===== src/rtl/assert_macros.svh =====
// Assertion macros shared by the decoder RTL.
// Every macro samples on the rising edge of clock and is disabled during reset.
`ifndef ASSERT_MACROS_SVH
`define ASSERT_MACROS_SVH

// The property must hold at every clock edge outside reset.
`define ASSERT_ALWAYS(label, prop, msg) \
   label: assert property (@(posedge clock) disable iff (reset) (prop)) else $error(msg);

// When the trigger holds at an edge, the consequence must hold at the same edge.
`define ASSERT_IMPLIES(label, trig, cons, msg) \
   label: assert property (@(posedge clock) disable iff (reset) (trig) |-> (cons)) \
      else $error(msg);

`endif


===== src/rtl/u8dec_pkg.sv =====
// Types and constants for the UTF-8 stream decoder.
// No dependencies; used by the channel interfaces and the core.
package u8dec_pkg;

   typedef enum logic [1:0] {
      STATUS_OK         = 2'd0,
      STATUS_ILLEGAL    = 2'd1,
      STATUS_INCOMPLETE = 2'd2
   } status_type;

   typedef logic [20:0] code_point_type;

   localparam code_point_type REPLACEMENT_CHAR = 21'h00FFFD;
   localparam code_point_type MAX_SCALAR       = 21'h10FFFF;
   localparam code_point_type SURROGATE_LO     = 21'h00D800;
   localparam code_point_type SURROGATE_HI     = 21'h00DFFF;

   localparam logic [7:0] ASCII_LIMIT   = 8'h80;
   localparam logic [7:0] LEAD_MIN      = 8'hC2;
   localparam logic [7:0] LEAD_THREE    = 8'hE0;
   localparam logic [7:0] LEAD_FOUR     = 8'hF0;
   localparam logic [7:0] LEAD_MAX      = 8'hF4;
   localparam logic [7:0] LEAD_ED       = 8'hED;
   localparam logic [7:0] CONT_MIN      = 8'h80;
   localparam logic [7:0] CONT_MAX      = 8'hBF;
   localparam logic [7:0] CONT_MIN_E0   = 8'hA0;
   localparam logic [7:0] CONT_MAX_ED   = 8'h9F;
   localparam logic [7:0] CONT_MIN_F0   = 8'h90;
   localparam logic [7:0] CONT_MAX_F4   = 8'h8F;

endpackage


===== src/rtl/u8dec_ifs.sv =====
// Valid/ready channel interfaces for the UTF-8 stream decoder.
// Depends on u8dec_pkg for the result types.
interface u8dec_req_if;
   logic       valid;
   logic       ready;
   logic [7:0] data_byte;
   logic       end_of_input;

   modport source (output valid, output data_byte, output end_of_input, input ready);
   modport sink   (input valid, input data_byte, input end_of_input, output ready);
endinterface

interface u8dec_rsp_if;
   logic                    valid;
   logic                    ready;
   u8dec_pkg::code_point_type code_point;
   u8dec_pkg::status_type     status;

   modport source (output valid, output code_point, output status, input ready);
   modport sink   (input valid, input code_point, input status, output ready);
endinterface


===== src/rtl/utf8_stream_decoder_core.sv =====
// Strict UTF-8 to Unicode scalar decoder, one byte per item.
// Depends on u8dec_pkg, the channel interfaces in u8dec_ifs.sv and assert_macros.svh.
//
// Usage:
//   req_chan carries one byte of the UTF-8 stream per item, with end_of_input
//   marking the final byte. rsp_chan carries zero or one result per byte: a
//   code point with status ok, an illegal-sequence report, or an incomplete
//   report when the marked last byte leaves a sequence open. Error results
//   carry a code point of zero.
//   An accepted byte is held in the input register, and its result, if any, is
//   registered in the result register once that register is free, and is then
//   offered on rsp_chan.
//   Throughput: one byte per cycle while rsp_chan does not stall; the only loop
//   is the sequence state, which updates from the input register.
//   Reset (synchronous, active high) empties both registers and returns the
//   decoder to idle with no sequence open.
//   When the receiver stalls, the result register holds its item and the input
//   register holds one more byte; req_chan.ready then drops until rsp_chan moves.
`include "assert_macros.svh"

module utf8_stream_decoder_core (
   input  logic              clock,
   input  logic              reset,
   u8dec_req_if.sink         req_chan,
   u8dec_rsp_if.source       rsp_chan
);

   // Input register.
   logic       in_valid_ff, in_valid_in;
   logic [7:0] in_byte_ff;
   logic       in_last_ff;

   // Sequence state.
   logic [1:0]                remain_ff, remain_in;
   u8dec_pkg::code_point_type partial_ff, partial_in;
   logic [7:0]                lead_ff, lead_in;
   logic                      second_ff, second_in;

   // Result register.
   logic                      out_valid_ff, out_valid_in;
   u8dec_pkg::code_point_type out_cp_ff, out_cp_in;
   u8dec_pkg::status_type     out_st_ff, out_st_in;

   logic                      out_free, advance, req_take;
   logic                      emit;
   u8dec_pkg::code_point_type emit_cp;
   u8dec_pkg::status_type     emit_st;
   logic [7:0]                cont_lo, cont_hi;
   logic                      cont_ok;
   u8dec_pkg::code_point_type shifted;

   assign out_free       = !out_valid_ff || rsp_chan.ready;
   assign advance        = in_valid_ff && out_free;
   assign req_chan.ready = !in_valid_ff || out_free;
   assign req_take       = req_chan.valid && req_chan.ready;

   assign rsp_chan.valid      = out_valid_ff;
   assign rsp_chan.code_point = out_cp_ff;
   assign rsp_chan.status     = out_st_ff;

   // Range allowed for the next continuation byte.
   always_comb begin
      cont_lo = u8dec_pkg::CONT_MIN;
      cont_hi = u8dec_pkg::CONT_MAX;
      if (second_ff) begin
         case (lead_ff)
            u8dec_pkg::LEAD_THREE: cont_lo = u8dec_pkg::CONT_MIN_E0;
            u8dec_pkg::LEAD_ED:    cont_hi = u8dec_pkg::CONT_MAX_ED;
            u8dec_pkg::LEAD_FOUR:  cont_lo = u8dec_pkg::CONT_MIN_F0;
            u8dec_pkg::LEAD_MAX:   cont_hi = u8dec_pkg::CONT_MAX_F4;
            default: ;
         endcase
      end
   end

   assign cont_ok = (in_byte_ff >= cont_lo) && (in_byte_ff <= cont_hi);
   assign shifted = {partial_ff[14:0], in_byte_ff[5:0]};

   // Decode step for the byte in the input register.
   always_comb begin
      emit       = 1'b0;
      emit_cp    = '0;
      emit_st    = u8dec_pkg::STATUS_OK;
      remain_in  = remain_ff;
      partial_in = partial_ff;
      lead_in    = lead_ff;
      second_in  = second_ff;
      if (remain_ff == 2'd0) begin
         if (in_byte_ff < u8dec_pkg::ASCII_LIMIT) begin
            emit    = 1'b1;
            emit_cp = {13'd0, in_byte_ff};
         end else if (in_byte_ff < u8dec_pkg::LEAD_MIN || in_byte_ff > u8dec_pkg::LEAD_MAX) begin
            emit    = 1'b1;
            emit_st = u8dec_pkg::STATUS_ILLEGAL;
         end else if (in_last_ff) begin
            emit    = 1'b1;
            emit_st = u8dec_pkg::STATUS_INCOMPLETE;
         end else begin
            lead_in   = in_byte_ff;
            second_in = 1'b1;
            if (in_byte_ff < u8dec_pkg::LEAD_THREE) begin
               remain_in  = 2'd1;
               partial_in = {16'd0, in_byte_ff[4:0]};
            end else if (in_byte_ff < u8dec_pkg::LEAD_FOUR) begin
               remain_in  = 2'd2;
               partial_in = {17'd0, in_byte_ff[3:0]};
            end else begin
               remain_in  = 2'd3;
               partial_in = {18'd0, in_byte_ff[2:0]};
            end
         end
      end else if (!cont_ok) begin
         emit      = 1'b1;
         emit_st   = u8dec_pkg::STATUS_ILLEGAL;
         remain_in = 2'd0;
         second_in = 1'b0;
      end else if (remain_ff == 2'd1) begin
         emit      = 1'b1;
         remain_in = 2'd0;
         second_in = 1'b0;
         if (shifted > u8dec_pkg::MAX_SCALAR ||
             (shifted >= u8dec_pkg::SURROGATE_LO && shifted <= u8dec_pkg::SURROGATE_HI)) begin
            emit_cp = u8dec_pkg::REPLACEMENT_CHAR;
         end else begin
            emit_cp = shifted;
         end
      end else if (in_last_ff) begin
         emit      = 1'b1;
         emit_st   = u8dec_pkg::STATUS_INCOMPLETE;
         remain_in = 2'd0;
         second_in = 1'b0;
      end else begin
         remain_in  = remain_ff - 2'd1;
         partial_in = shifted;
         second_in  = 1'b0;
      end
   end

   always_comb begin
      in_valid_in = in_valid_ff;
      if (req_take) begin
         in_valid_in = 1'b1;
      end else if (advance) begin
         in_valid_in = 1'b0;
      end
   end

   always_comb begin
      out_valid_in = out_valid_ff;
      out_cp_in    = out_cp_ff;
      out_st_in    = out_st_ff;
      if (out_free) begin
         out_valid_in = advance && emit;
         out_cp_in    = emit_cp;
         out_st_in    = emit_st;
      end
   end

   always_ff @(posedge clock) begin
      if (reset) begin
         in_valid_ff  <= 1'b0;
         out_valid_ff <= 1'b0;
         remain_ff    <= 2'd0;
         partial_ff   <= '0;
         lead_ff      <= '0;
         second_ff    <= 1'b0;
      end else begin
         in_valid_ff  <= in_valid_in;
         out_valid_ff <= out_valid_in;
         if (advance) begin
            remain_ff  <= remain_in;
            partial_ff <= partial_in;
            lead_ff    <= lead_in;
            second_ff  <= second_in;
         end
      end
   end

   always_ff @(posedge clock) begin
      if (req_take) begin
         in_byte_ff <= req_chan.data_byte;
         in_last_ff <= req_chan.end_of_input;
      end
      out_cp_ff <= out_cp_in;
      out_st_ff <= out_st_in;
   end

   // An error result never carries a code point.
   `ASSERT_IMPLIES(a_err_zero_cp, out_valid_ff && out_st_ff != u8dec_pkg::STATUS_OK,
      out_cp_ff == '0, "error result with nonzero code point")

   // A good result is always a Unicode scalar value.
   `ASSERT_IMPLIES(a_ok_scalar, out_valid_ff && out_st_ff == u8dec_pkg::STATUS_OK,
      out_cp_ff <= u8dec_pkg::MAX_SCALAR &&
      !(out_cp_ff >= u8dec_pkg::SURROGATE_LO && out_cp_ff <= u8dec_pkg::SURROGATE_HI),
      "ok result outside the scalar range")

   // An open sequence always has a legal multi-byte lead.
   `ASSERT_IMPLIES(a_open_lead, remain_ff != 2'd0,
      lead_ff >= u8dec_pkg::LEAD_MIN && lead_ff <= u8dec_pkg::LEAD_MAX,
      "open sequence with an illegal lead byte")

   // The second-byte flag is only set while a sequence is open.
   `ASSERT_ALWAYS(a_second_open, !second_ff || remain_ff != 2'd0,
      "second-byte flag set while idle")

endmodule

===== src/flat_wrapper.sv =====
// flat-port wrapper written by rule: the top's interface ports become plain ports
module utf8_stream_decoder_core_flat 
  (clock, reset, req_chan_valid, req_chan_data_byte, req_chan_end_of_input, req_chan_ready, rsp_chan_valid, rsp_chan_code_point, rsp_chan_status, rsp_chan_ready);
  u8dec_req_if req_chan_i ();
  u8dec_rsp_if rsp_chan_i ();
  input  logic clock;
  input  logic reset;
  input wire logic [$bits(req_chan_i.valid)-1:0] req_chan_valid;
  input wire logic [$bits(req_chan_i.data_byte)-1:0] req_chan_data_byte;
  input wire logic [$bits(req_chan_i.end_of_input)-1:0] req_chan_end_of_input;
  output wire logic [$bits(req_chan_i.ready)-1:0] req_chan_ready;
  output wire logic [$bits(rsp_chan_i.valid)-1:0] rsp_chan_valid;
  output wire logic [$bits(rsp_chan_i.code_point)-1:0] rsp_chan_code_point;
  output wire logic [$bits(rsp_chan_i.status)-1:0] rsp_chan_status;
  input wire logic [$bits(rsp_chan_i.ready)-1:0] rsp_chan_ready;
  assign req_chan_i.valid = req_chan_valid;
  assign req_chan_i.data_byte = req_chan_data_byte;
  assign req_chan_i.end_of_input = req_chan_end_of_input;
  assign req_chan_ready = req_chan_i.ready;
  assign rsp_chan_valid = rsp_chan_i.valid;
  assign rsp_chan_code_point = rsp_chan_i.code_point;
  assign rsp_chan_status = rsp_chan_i.status;
  assign rsp_chan_i.ready = rsp_chan_ready;
  utf8_stream_decoder_core u_core (.clock(clock), .reset(reset), .req_chan(req_chan_i), .rsp_chan(rsp_chan_i));
endmodule

===== config.mk =====
export PLATFORM = sky130hd
export DESIGN_NAME = utf8_stream_decoder_core_flat
export DESIGN_NICKNAME = d
export VERILOG_FILES = /design/src/rtl/u8dec_pkg.sv /design/src/rtl/u8dec_ifs.sv /design/src/rtl/utf8_stream_decoder_core.sv /design/src/flat_wrapper.sv
export VERILOG_INCLUDE_DIRS = /design/src /design/src/rtl
export SDC_FILE = /design/constraint.sdc
export NUM_CORES = 1
export LEC_CHECK = 0
export BUFFER_PORTS_ARGS = -buffer_cell sky130_fd_sc_hd__buf_2
export CAP_MARGIN = 20
export CELL_PAD_IN_SITES_DETAIL_PLACEMENT = 2
export CELL_PAD_IN_SITES_GLOBAL_PLACEMENT = 2
export CORE_MARGIN = 2
export CORE_UTILIZATION = 40
export DETAILED_ROUTE_END_ITERATION = 7
export GPL_TIMING_DRIVEN = 1
export PLACE_DENSITY = 0.91
export SLEW_MARGIN = 20
export SYNTH_ARGS = -nofsm -noshare
export SYNTH_HDL_FRONTEND = slang
export SYNTH_SLANG_ARGS = --single-unit

===== constraint.sdc =====
create_clock -name clock -period 5.28 [get_ports clock]
set_input_delay 0.264 -clock clock [delete_from_list [all_inputs] [get_ports clock]]
set_output_delay 0.264 -clock clock [all_outputs]
set_load 0.01 [all_outputs]

After elaboration in Yosys (flattened, before gate mapping)
Index checks and enable logic that the tools add are counted.
- add/subtract/negate cells: 1
- multipliers: 0
- divide/modulo/power cells: 0
- $lt $le $gt $ge: 10
- equality and inequality tests: 9
- shift-type cells: 0
- mux-type cells: 45
- bitwise logic cells: 3
- reductions and logical operators: 17
- operators by type and width (cell ; count):
    $mux 15 ; 7
    $mux 21 ; 4
    $eq 8x8->1 const B ; 4
    $lt 8x8->1 const B ; 4
    $mux 2 ; 14
    $mux 8 ; 3
    $pmux 6 s2 ; 2
    $ge 21x16->1 const B ; 1
    $gt 21x21->1 const B ; 1
    $le 21x16->1 const B ; 1
    $mux 1 ; 13
    $ge 8x8->1 ; 1
    $gt 8x8->1 const B ; 1
    $le 8x8->1 ; 1
    $ne 2x2->1 const B ; 3
    $reduce_and 6->1 ; 1
    $logic_and 1x1->1 ; 5
    $mux 5 ; 1
    $reduce_and 5->1 ; 1
    $logic_or 1x1->1 ; 4
    $mux 4 ; 1
    $reduce_and 4->1 ; 1
    $reduce_bool 2->1 ; 2
    $not 1->1 ; 3
    5 further kinds ; 6
- bits in registers: 60
- bits in latches: 0
- RAM bits: 0
- ROM bits: 0
- input port bits: 13
- output and inout port bits: 25
- logic and storage cells: 95
- memories kept: 0

Logic depth before layout (Yosys ltp)
Gate-level depths: netlist of the first run.
- word-level depth: 8
- gate-level depth with buffers: 11
- mapped depth without buffers: 10

Worst setup path before layout of the first run
Ideal clock, no wire load.
- path type: register to register
- start: register u_core.second_ff
- end: register u_core.out_cp_ff[4], in the netlist u_core.rsp_chan.code_point[4] (data pin)
- library setup time: 0.266 ns
- arrival time: 2.179 ns
- required time: 5.014 ns
- path slack: 2.835 ns
- stages on the path, launching flop included: 11
- path buffers: 1
- period minus slack after synthesis: 2.445 ns
- path through: dfxtp_1 > nor2b_1 > nand4_1 > nor3_1 > nand2_1 > ha_1 > nor2b_1 > o31a_1 > o2111ai_1 > clkbuf_1 > o21ai_1
- longest elaborated chain between the ends: 5
- elaborated cells between the ends (all ways): 7
- classes of those cells: order compare: 2; mux: 4; reduce/logical: 1
- RTL lines (element ; RTL line ; text):
    start, declared ; utf8_stream_decoder_core.sv:37 ; logic second_ff, second_in;
    start signal, assigned ; utf8_stream_decoder_core.sv:174 ; second_ff <= second_in;
    $mux 8 ; utf8_stream_decoder_core.sv:65 ; if (second_ff) begin
    $ge 8x8->1 / $le 8x8->1 (equally long branches) ; utf8_stream_decoder_core.sv:76 ; assign cont_ok = (in_byte_ff >= cont_lo) && (in_byte_ff <= cont_hi);
    $logic_and 1x1->1 * ; utf8_stream_decoder_core.sv:76 ;
    $mux 21 * ; utf8_stream_decoder_core.sv:112 ; end else if (!cont_ok) begin
    $mux 21 * ; utf8_stream_decoder_core.sv:88 ; if (remain_ff == 2'd0) begin
    named net u_core.emit_cp[4] ; utf8_stream_decoder_core.sv:46 ; u8dec_pkg::code_point_type emit_cp;
    end signal, assigned ; utf8_stream_decoder_core.sv:184 ; out_cp_ff <= out_cp_in;
    end signal, assigned ; utf8_stream_decoder_core.sv:194 ; out_cp_ff <= u8dec_pkg::MAX_SCALAR &&
    end, declared ; utf8_stream_decoder_core.sv:41 ; u8dec_pkg::code_point_type out_cp_ff, out_cp_in;
The timed path passes the listed nets; every way through them passes the cells marked *.
A chain may end at the register's enable or synchronous reset.

Final worst setup path of the first run
- start: register u_core.second_ff
- end: register u_core.out_cp_ff[1], in the netlist u_core.rsp_chan.code_point[1] (data pin)
The elaborated chain is that of the path after synthesis.

==> results of run 1 <==
## worst max path at each step
| stage | start | end | cells after the start |
|---|---|---|---|
| 3_3_place_gp | u_core.second_ff | u_core.rsp_chan.code_point[1] | 11 |
| 4_1_cts | u_core.second_ff | u_core.rsp_chan.code_point[1] | 11 |
| 6_report | u_core.second_ff | u_core.rsp_chan.code_point[1] | 11 |
| 5_1_grt | u_core.second_ff | u_core.rsp_chan.code_point[1] | 10 |
| 2_1_floorplan | u_core.second_ff | u_core.rsp_chan.code_point[4] | 10 |
| 3_5_place_dp | u_core.second_ff | u_core.rsp_chan.code_point[1] | 11 |
## registers in the layout, summed over array words and instances (netlist names)
| register | cells |
|---|---|
| u_core.rsp_chan.code_point | 21 |
| u_core.second_ff | 1 |
| u_core.rsp_chan.valid | 1 |
| u_core.rsp_chan.status | 2 |
| u_core.remain_ff | 2 |
| u_core.in_byte_ff | 8 |
| u_core.in_valid_ff | 1 |
| u_core.lead_ff | 8 |
| u_core.partial_ff | 15 |
| u_core.in_last_ff | 1 |
## cell usage in the layout (no fill, tap or decap), drive strengths merged, types with 3 or more instances in the layout
master	synthesis	final
o211ai	3	3
nand2	24	24
nor2b	4	4
inv	9	9
buf	2	38
nand3	7	7
nand2b	19	19
nor4	3	3
o21ai	11	11
edfxtp	32	32
and2	8	8
nand4b	3	3
clkbuf	7	9
mux2i	21	21
a21oi	5	5
ha	6	6
clkinv	0	5
dfxtp	28	28
nor2	37	37
## per-stage QoR
stage               hold slack, ns  power (mW)   util
floorplan                    0.363       0.584      -
detailed placement           0.443       0.618  0.445
finish                      0.0884        1.05  0.476
global route                0.0739        1.09  0.476
CTS                         0.0718        1.06  0.475
global placement             0.433       0.612  0.445
## cell type report
type                            instances  area, sq um
Clock buffer                            9          124
Clock inverter                          7         81.3
Fill cell                             711         3520
Inverter                                9         33.8
Multi-Input combinational cell        176         1140
Sequential cell                        60         1520
Tap cell                               80          100
Timing Repair Buffer                   38          193
## power by group through the flow
stage | logic, mW | clock network, mW | registers (mW)
2_1_floorplan | 0.0419 | 0 | 0.543
3_3_place_gp | 0.0738 | 0 | 0.538
3_5_place_dp | 0.0779 | 0 | 0.540
4_1_cts | 0.0799 | 0.450 | 0.531
5_1_grt | 0.0872 | 0.475 | 0.533
6_report | 0.0785 | 0.439 | 0.530
## critical path, cell delays in order (launching register included)
cell	delay, ns
sky130_fd_sc_hd__dfxtp_1	0.34
sky130_fd_sc_hd__nor2b_1	0.14
sky130_fd_sc_hd__nand4_1	0.20
sky130_fd_sc_hd__nor3_1	0.19
sky130_fd_sc_hd__nand2_1	0.08
sky130_fd_sc_hd__ha_1	0.31
sky130_fd_sc_hd__nor2b_1	0.14
sky130_fd_sc_hd__o31a_1	0.28
sky130_fd_sc_hd__o2111ai_1	0.22
sky130_fd_sc_hd__buf_4	0.26
sky130_fd_sc_hd__nor2_1	0.15
sky130_fd_sc_hd__o21a_1	0.25
## layer usage
| metal | vias up | track usage |
|---|---|---|
| met3 | 17 | 0.0436 |
| li1 | 973 | - |
| met5 | - | 0 |
| met4 | 0 | 0.105 |
| met1 | 1023 | 0.225 |
| met2 | 41 | 0.373 |
## cells by family (layout without fill, tap and decap cells)
group / after synthesis / after routing / share of synthesized area
AND/OR/NAND/NOR: 118 / 118 / 0.230
buffers and inverters: 18 / 63 / 0.0332
multiplexers: 21 / 21 / 0.0764
flip-flops: 60 / 60 / 0.553
AO/OA/AOI/OAI: 31 / 31 / 0.0805
adder cells (fa/ha/maj): 6 / 6 / 0.0273
==> metrics.csv, run 1 <==
metric,value,unit
leading cell type by number of instances after synthesis,sky130_fd_sc_hd__nor2_1,
register clock-pin slew on the reported worst setup and hold paths,0.07,ns
met3 layer wire length in the routed design,220,um
"FF+latch count, synth",60,
CTS tree,built,
hold-fix buffers at CTS,0,
"Seq/Total Area, Yosys",0.553,
ratio of total power to cell area,328,mW/mm^2
fraction of final layout cells with drive strength greater than 1,0.197,
CTS H-tree depth,3,
width of the die,87.0,um
wire length after detailed routing,7000,um
FP Rows,30,
endpoint of the worst hold path,u_core.in_byte_ff[5],
Die H,87.0,um
vias in the first global route,2311,
global-route usage over all layers,0.206,
# port buffers,37,
vias per inst,5.42,
cells on worst reg2reg path,11,
number of antenna violations at the first check in global routing,0,
root buffer cell,sky130_fd_sc_hd__clkbuf_8,
worst-case setup slack after placement,2.44,ns
Final Wtd Congestion,0.806,
unrepaired setup endpoints after global routing,false,
number of max-capacitance violations reported,0,
io pins,38,
global-route wire length before repair,11700,um
nature of the critical path startpoint,register,
number of clock buffers inserted by TritonCTS,9,
routed length on met2,3710,um
maximum vdd ir drop,0.000173,V
hpwl dp,4560,um
synthesized netlist cell count,254,
fraction of power spent switching nets,0.233,
share of flip-flops with an asynchronous set or reset,0,
Reg power frac,0.506,
maximum number of pins on one net before global-route repair,37,
dominant register cell in the synthesized netlist,sky130_fd_sc_hd__edfxtp_1,
Top Layer Used,met4,
Switching Power,244,uW
clock sink count,60,
final hold violations,0,
initial cell density of the core,0.410,
insertion delay of the later-clocked pin in the worst-skew pair,0.35,ns
area of the placeable core,0.00672,sq mm
wire length per cell after detailed routing,18.5,um
endpoint of the worst-slack reg-to-reg timing path,u_core.rsp_chan.code_point[1],
number of distinct library cells after synthesis,41,
Hold Path Origin,req_chan_data_byte[5],
slack of the critical path,2.45,ns
DRC Markers,0,
static leakage,1.24,nW
slew at the pin closest to its max-slew limit,0.979,ns
cells taking the most area after synthesis,"sky130_fd_sc_hd__edfxtp_1, sky130_fd_sc_hd__dfxtp_1, sky130_fd_sc_hd__mux2i_1",
outcome,"complete, no violations",
area added between synthesis and finish,16.1,%
Layout Nets,313,
max-slew violation count,0,
number of warnings printed during yosys synthesis,0,
biggest area consumer among synthesized cells,sky130_fd_sc_hd__edfxtp_1,
R2R Path Start,u_core.second_ff,
data required time at the worst endpoint,5.37,ns
post-CTS setup repair buffer count,0,
total vias in the final route,2054,
detailed-route wire length on metal 1,2880,um
number of antenna diodes,0,
per-instance average area after synthesis,10.8,sq um
number of stages on the worst hold path,1,
synthesized netlist net count,273,
post-route cell area,0.00320,sq mm
Clock power frac,0.419,
post-route setup TNS,0,ns
post-synthesis instance area,0.00275,sq mm
Clock Path Buffers,2,
Critical Path Fanout Max,16,
slack of the worst reg-to-reg path,2.45,ns
worst-case clock skew,0.00917,ns
slew margin rel.,0.346,
period utilisation layout,0.535,
Die ar.,0.00756,sq mm
post-placement cell area,0.00299,sq mm
Non-Filler Instances,379,
Cell Count Post-Placement,363,
part of the power in combinational logic,0.075,
CP endpoint kind,register,
internal power consumption,804,uW
area share of the largest cell type after synthesis,0.349,
data arrival at the endpoint of the critical path,2.92,ns
post-route minimum period,2.83,ns
number of enable flip-flop cells after synthesis,32,
final setup vio count,0,
GR Overflow Total,0,
post_cts resized,0,
worst min-delay path category,input pin to register,
Post-synth top cells,"sky130_fd_sc_hd__nor2_1, sky130_fd_sc_hd__edfxtp_1, sky130_fd_sc_hd__dfxtp_1",
Initial DRC Count,57,
number of antenna-violating nets in the routed design,0,
highest attainable clock frequency,0.354,GHz
number of optimization iterations in the first detailed-route pass,4,
worst setup path class,register to register,
Note: power is estimated with default switching activity, not from simulation.
==> run 2: changes to the inputs <==
--- a/config.mk
+++ b/config.mk
@@ -11,10 +11,10 @@
 export CELL_PAD_IN_SITES_DETAIL_PLACEMENT = 2
 export CELL_PAD_IN_SITES_GLOBAL_PLACEMENT = 2
 export CORE_MARGIN = 2
-export CORE_UTILIZATION = 40
+export CORE_UTILIZATION = 33
 export DETAILED_ROUTE_END_ITERATION = 7
 export GPL_TIMING_DRIVEN = 1
-export PLACE_DENSITY = 0.91
+export PLACE_DENSITY = 0.81
 export SLEW_MARGIN = 20
 export SYNTH_ARGS = -nofsm -noshare
 export SYNTH_HDL_FRONTEND = slang
==> constraint.sdc (replaced) <==
create_clock -name clock -period 2.35 [get_ports clock]
set_input_delay 0.1175 -clock clock [delete_from_list [all_inputs] [get_ports clock]]
set_output_delay 0.1175 -clock clock [all_outputs]
set_load 0.01 [all_outputs]
==> metrics.csv, run 2 (same netlist as run 1, synthesis figures left out) <==
metric,value,unit
number of antenna-violating nets in the routed design,0,
number of flip-flops under the largest register name,21,
Die H,95.3,um
Critical Path Fanout Max,8,
slew at the pin closest to its max-slew limit,0.747,ns
GR Overflow Total,0,
slack of the critical path,-0.288,ns
insertion delay of the later-clocked pin in the worst-skew pair,0.35,ns
nature of the critical path startpoint,register,
worst-case clock skew,0.0132,ns
wire length per cell after detailed routing,18.4,um
register clock-pin slew on the reported worst setup and hold paths,0.07,ns
maximum number of pins on one net before global-route repair,37,
highest attainable clock frequency,0.379,GHz
initial cell density of the core,0.338,
wire length after detailed routing,8090,um
final setup vio count,41,
static leakage,1.45,nW
maximum vdd ir drop,0.000286,V
DRC Markers,0,
CTS H-tree depth,3,
FP Rows,33,
number of clock buffers inserted by TritonCTS,9,
Reg power frac,0.510,
period utilisation layout,1.12,
number of max-capacitance violations reported,0,
post-route setup TNS,-8.13,ns
Cell Count Post-Placement,405,
io pins,38,
internal power consumption,1.74,mW
"leading cell types in the layout, fill and taps excluded","sky130_fd_sc_hd__buf_2, sky130_fd_sc_hd__nor2_1, sky130_fd_sc_hd__edfxtp_1, sky130_fd_sc_hd__dfxtp_1, sky130_fd_sc_hd__nand2_1",
Clock Path Buffers,2,
area of the placeable core,0.00813,sq mm
data required time at the worst endpoint,2.44,ns
outcome,"finished, violations left",
part of the power in combinational logic,0.101,
data arrival at the endpoint of the critical path,2.72,ns
# port buffers,37,
global-route usage over all layers,0.185,
vias per inst,5.08,
Non-Filler Instances,439,
worst setup path class,register to register,
vias in the first global route,2403,
total vias in the final route,2230,
clock sink count,60,
Final Wtd Congestion,0.848,
slack of the worst reg-to-reg path,-0.29,ns
number of antenna violations at the first check in global routing,0,
Initial DRC Count,61,
root buffer cell,sky130_fd_sc_hd__clkbuf_8,
fraction of power spent switching nets,0.251,
slew margin rel.,0.500,
Switching Power,583,uW
Die ar.,0.00909,sq mm
max-slew violation count,0,
number of antenna diodes,0,
Clock power frac,0.389,
unrepaired setup endpoints after global routing,true,
ratio of total power to cell area,627,mW/mm^2
post-route minimum period,2.64,ns
worst min-delay path category,input pin to register,
CP endpoint kind,register,
Layout Nets,348,
final hold violations,1,
violated checks,"negative hold slack, negative setup slack",
Hold WS,-0.00209,ns
area added between synthesis and finish,34.6,%
CTS tree,built,
number of optimization iterations in the first detailed-route pass,4,
fraction of final layout cells with drive strength greater than 1,0.326,
"commonest non-fill, non-tap cell in the layout",sky130_fd_sc_hd__buf_2,
width of the die,95.3,um
global-route wire length before repair,12400,um
hpwl dp,5020,um
[run 2: final timing paths]
path                                         from                       endpoint  depth (start not counted)
worst max-delay path             u_core.second_ff  u_core.rsp_chan.code_point[0]                         11
worst min-delay path               req_chan_valid             u_core.in_valid_ff                          3
worst min register to register  u_core.lead_ff[6]              u_core.lead_ff[6]                          2
worst max register to register   u_core.second_ff  u_core.rsp_chan.code_point[0]                         11
[run 2: worst max-delay path, cell delays in order (launching register included)]
cell,delay [ns]
sky130_fd_sc_hd__dfxtp_2,0.32
sky130_fd_sc_hd__nor2b_4,0.12
sky130_fd_sc_hd__nand4_1,0.19
sky130_fd_sc_hd__nor3_2,0.24
sky130_fd_sc_hd__nand2_1,0.12
sky130_fd_sc_hd__ha_4,0.24
sky130_fd_sc_hd__nor2b_4,0.12
sky130_fd_sc_hd__o31a_1,0.33
sky130_fd_sc_hd__o2111ai_4,0.30
sky130_fd_sc_hd__buf_6,0.15
sky130_fd_sc_hd__buf_12,0.13
sky130_fd_sc_hd__o21ai_0,0.11
[run 2: timing repair]
item	CTS	global route
pin swaps	8	18
setup buffers	3	4
endpoints found under the setup margin	39	41
hold endpoints to repair	9	0
gates cloned	0	2
hold buffers	9	0
gates resized for setup	15	29
[run 2: area by class of cell]
class	instances	area (sq um)
repair buffers	73	553
clock buffers	10	128
flip-flops and latches	60	1520
well taps	105	131
fillers	865	4430
multi-input cells	176	1280
clock inverters	6	55.1
inverters	9	33.8
[run 2: power by group through the flow]
stage | clock [mW] | combinational, mW | sequential [mW]
finish | 0.903 | 0.235 | 1.18
global route | 0.959 | 0.258 | 1.19
CTS | 0.912 | 0.221 | 1.18
detailed placement | 0 | 0.201 | 1.21
global placement | 0 | 0.193 | 1.20
floorplan | 0 | 0.0950 | 1.22
[run 2: through the flow]
| stage | utilization | total power, mW | setup slack [ns] | cell area, sq um |
|---|---|---|---|---|
| 6_report | 0.455 | 2.32 | -0.288 | 3700 |
| 5_1_grt | 0.455 | 2.41 | -0.436 | 3700 |
| 4_1_cts | 0.432 | 2.32 | -0.150 | 3510 |
| 3_5_place_dp | 0.389 | 1.41 | -0.224 | 3170 |
| 3_3_place_gp | 0.389 | 1.40 | -0.100 | 3170 |
| 2_1_floorplan | - | 1.31 | -0.00982 | 2760 |
[run 2: per-layer routing]
layer	wire length, um	track usage	vias to the layer above
met2	4260	0.329	44
met3	213	0.0395	17
met5	0	0	-
met1	3390	0.214	1126
met4	221	0.0797	0
li1	-	-	1043
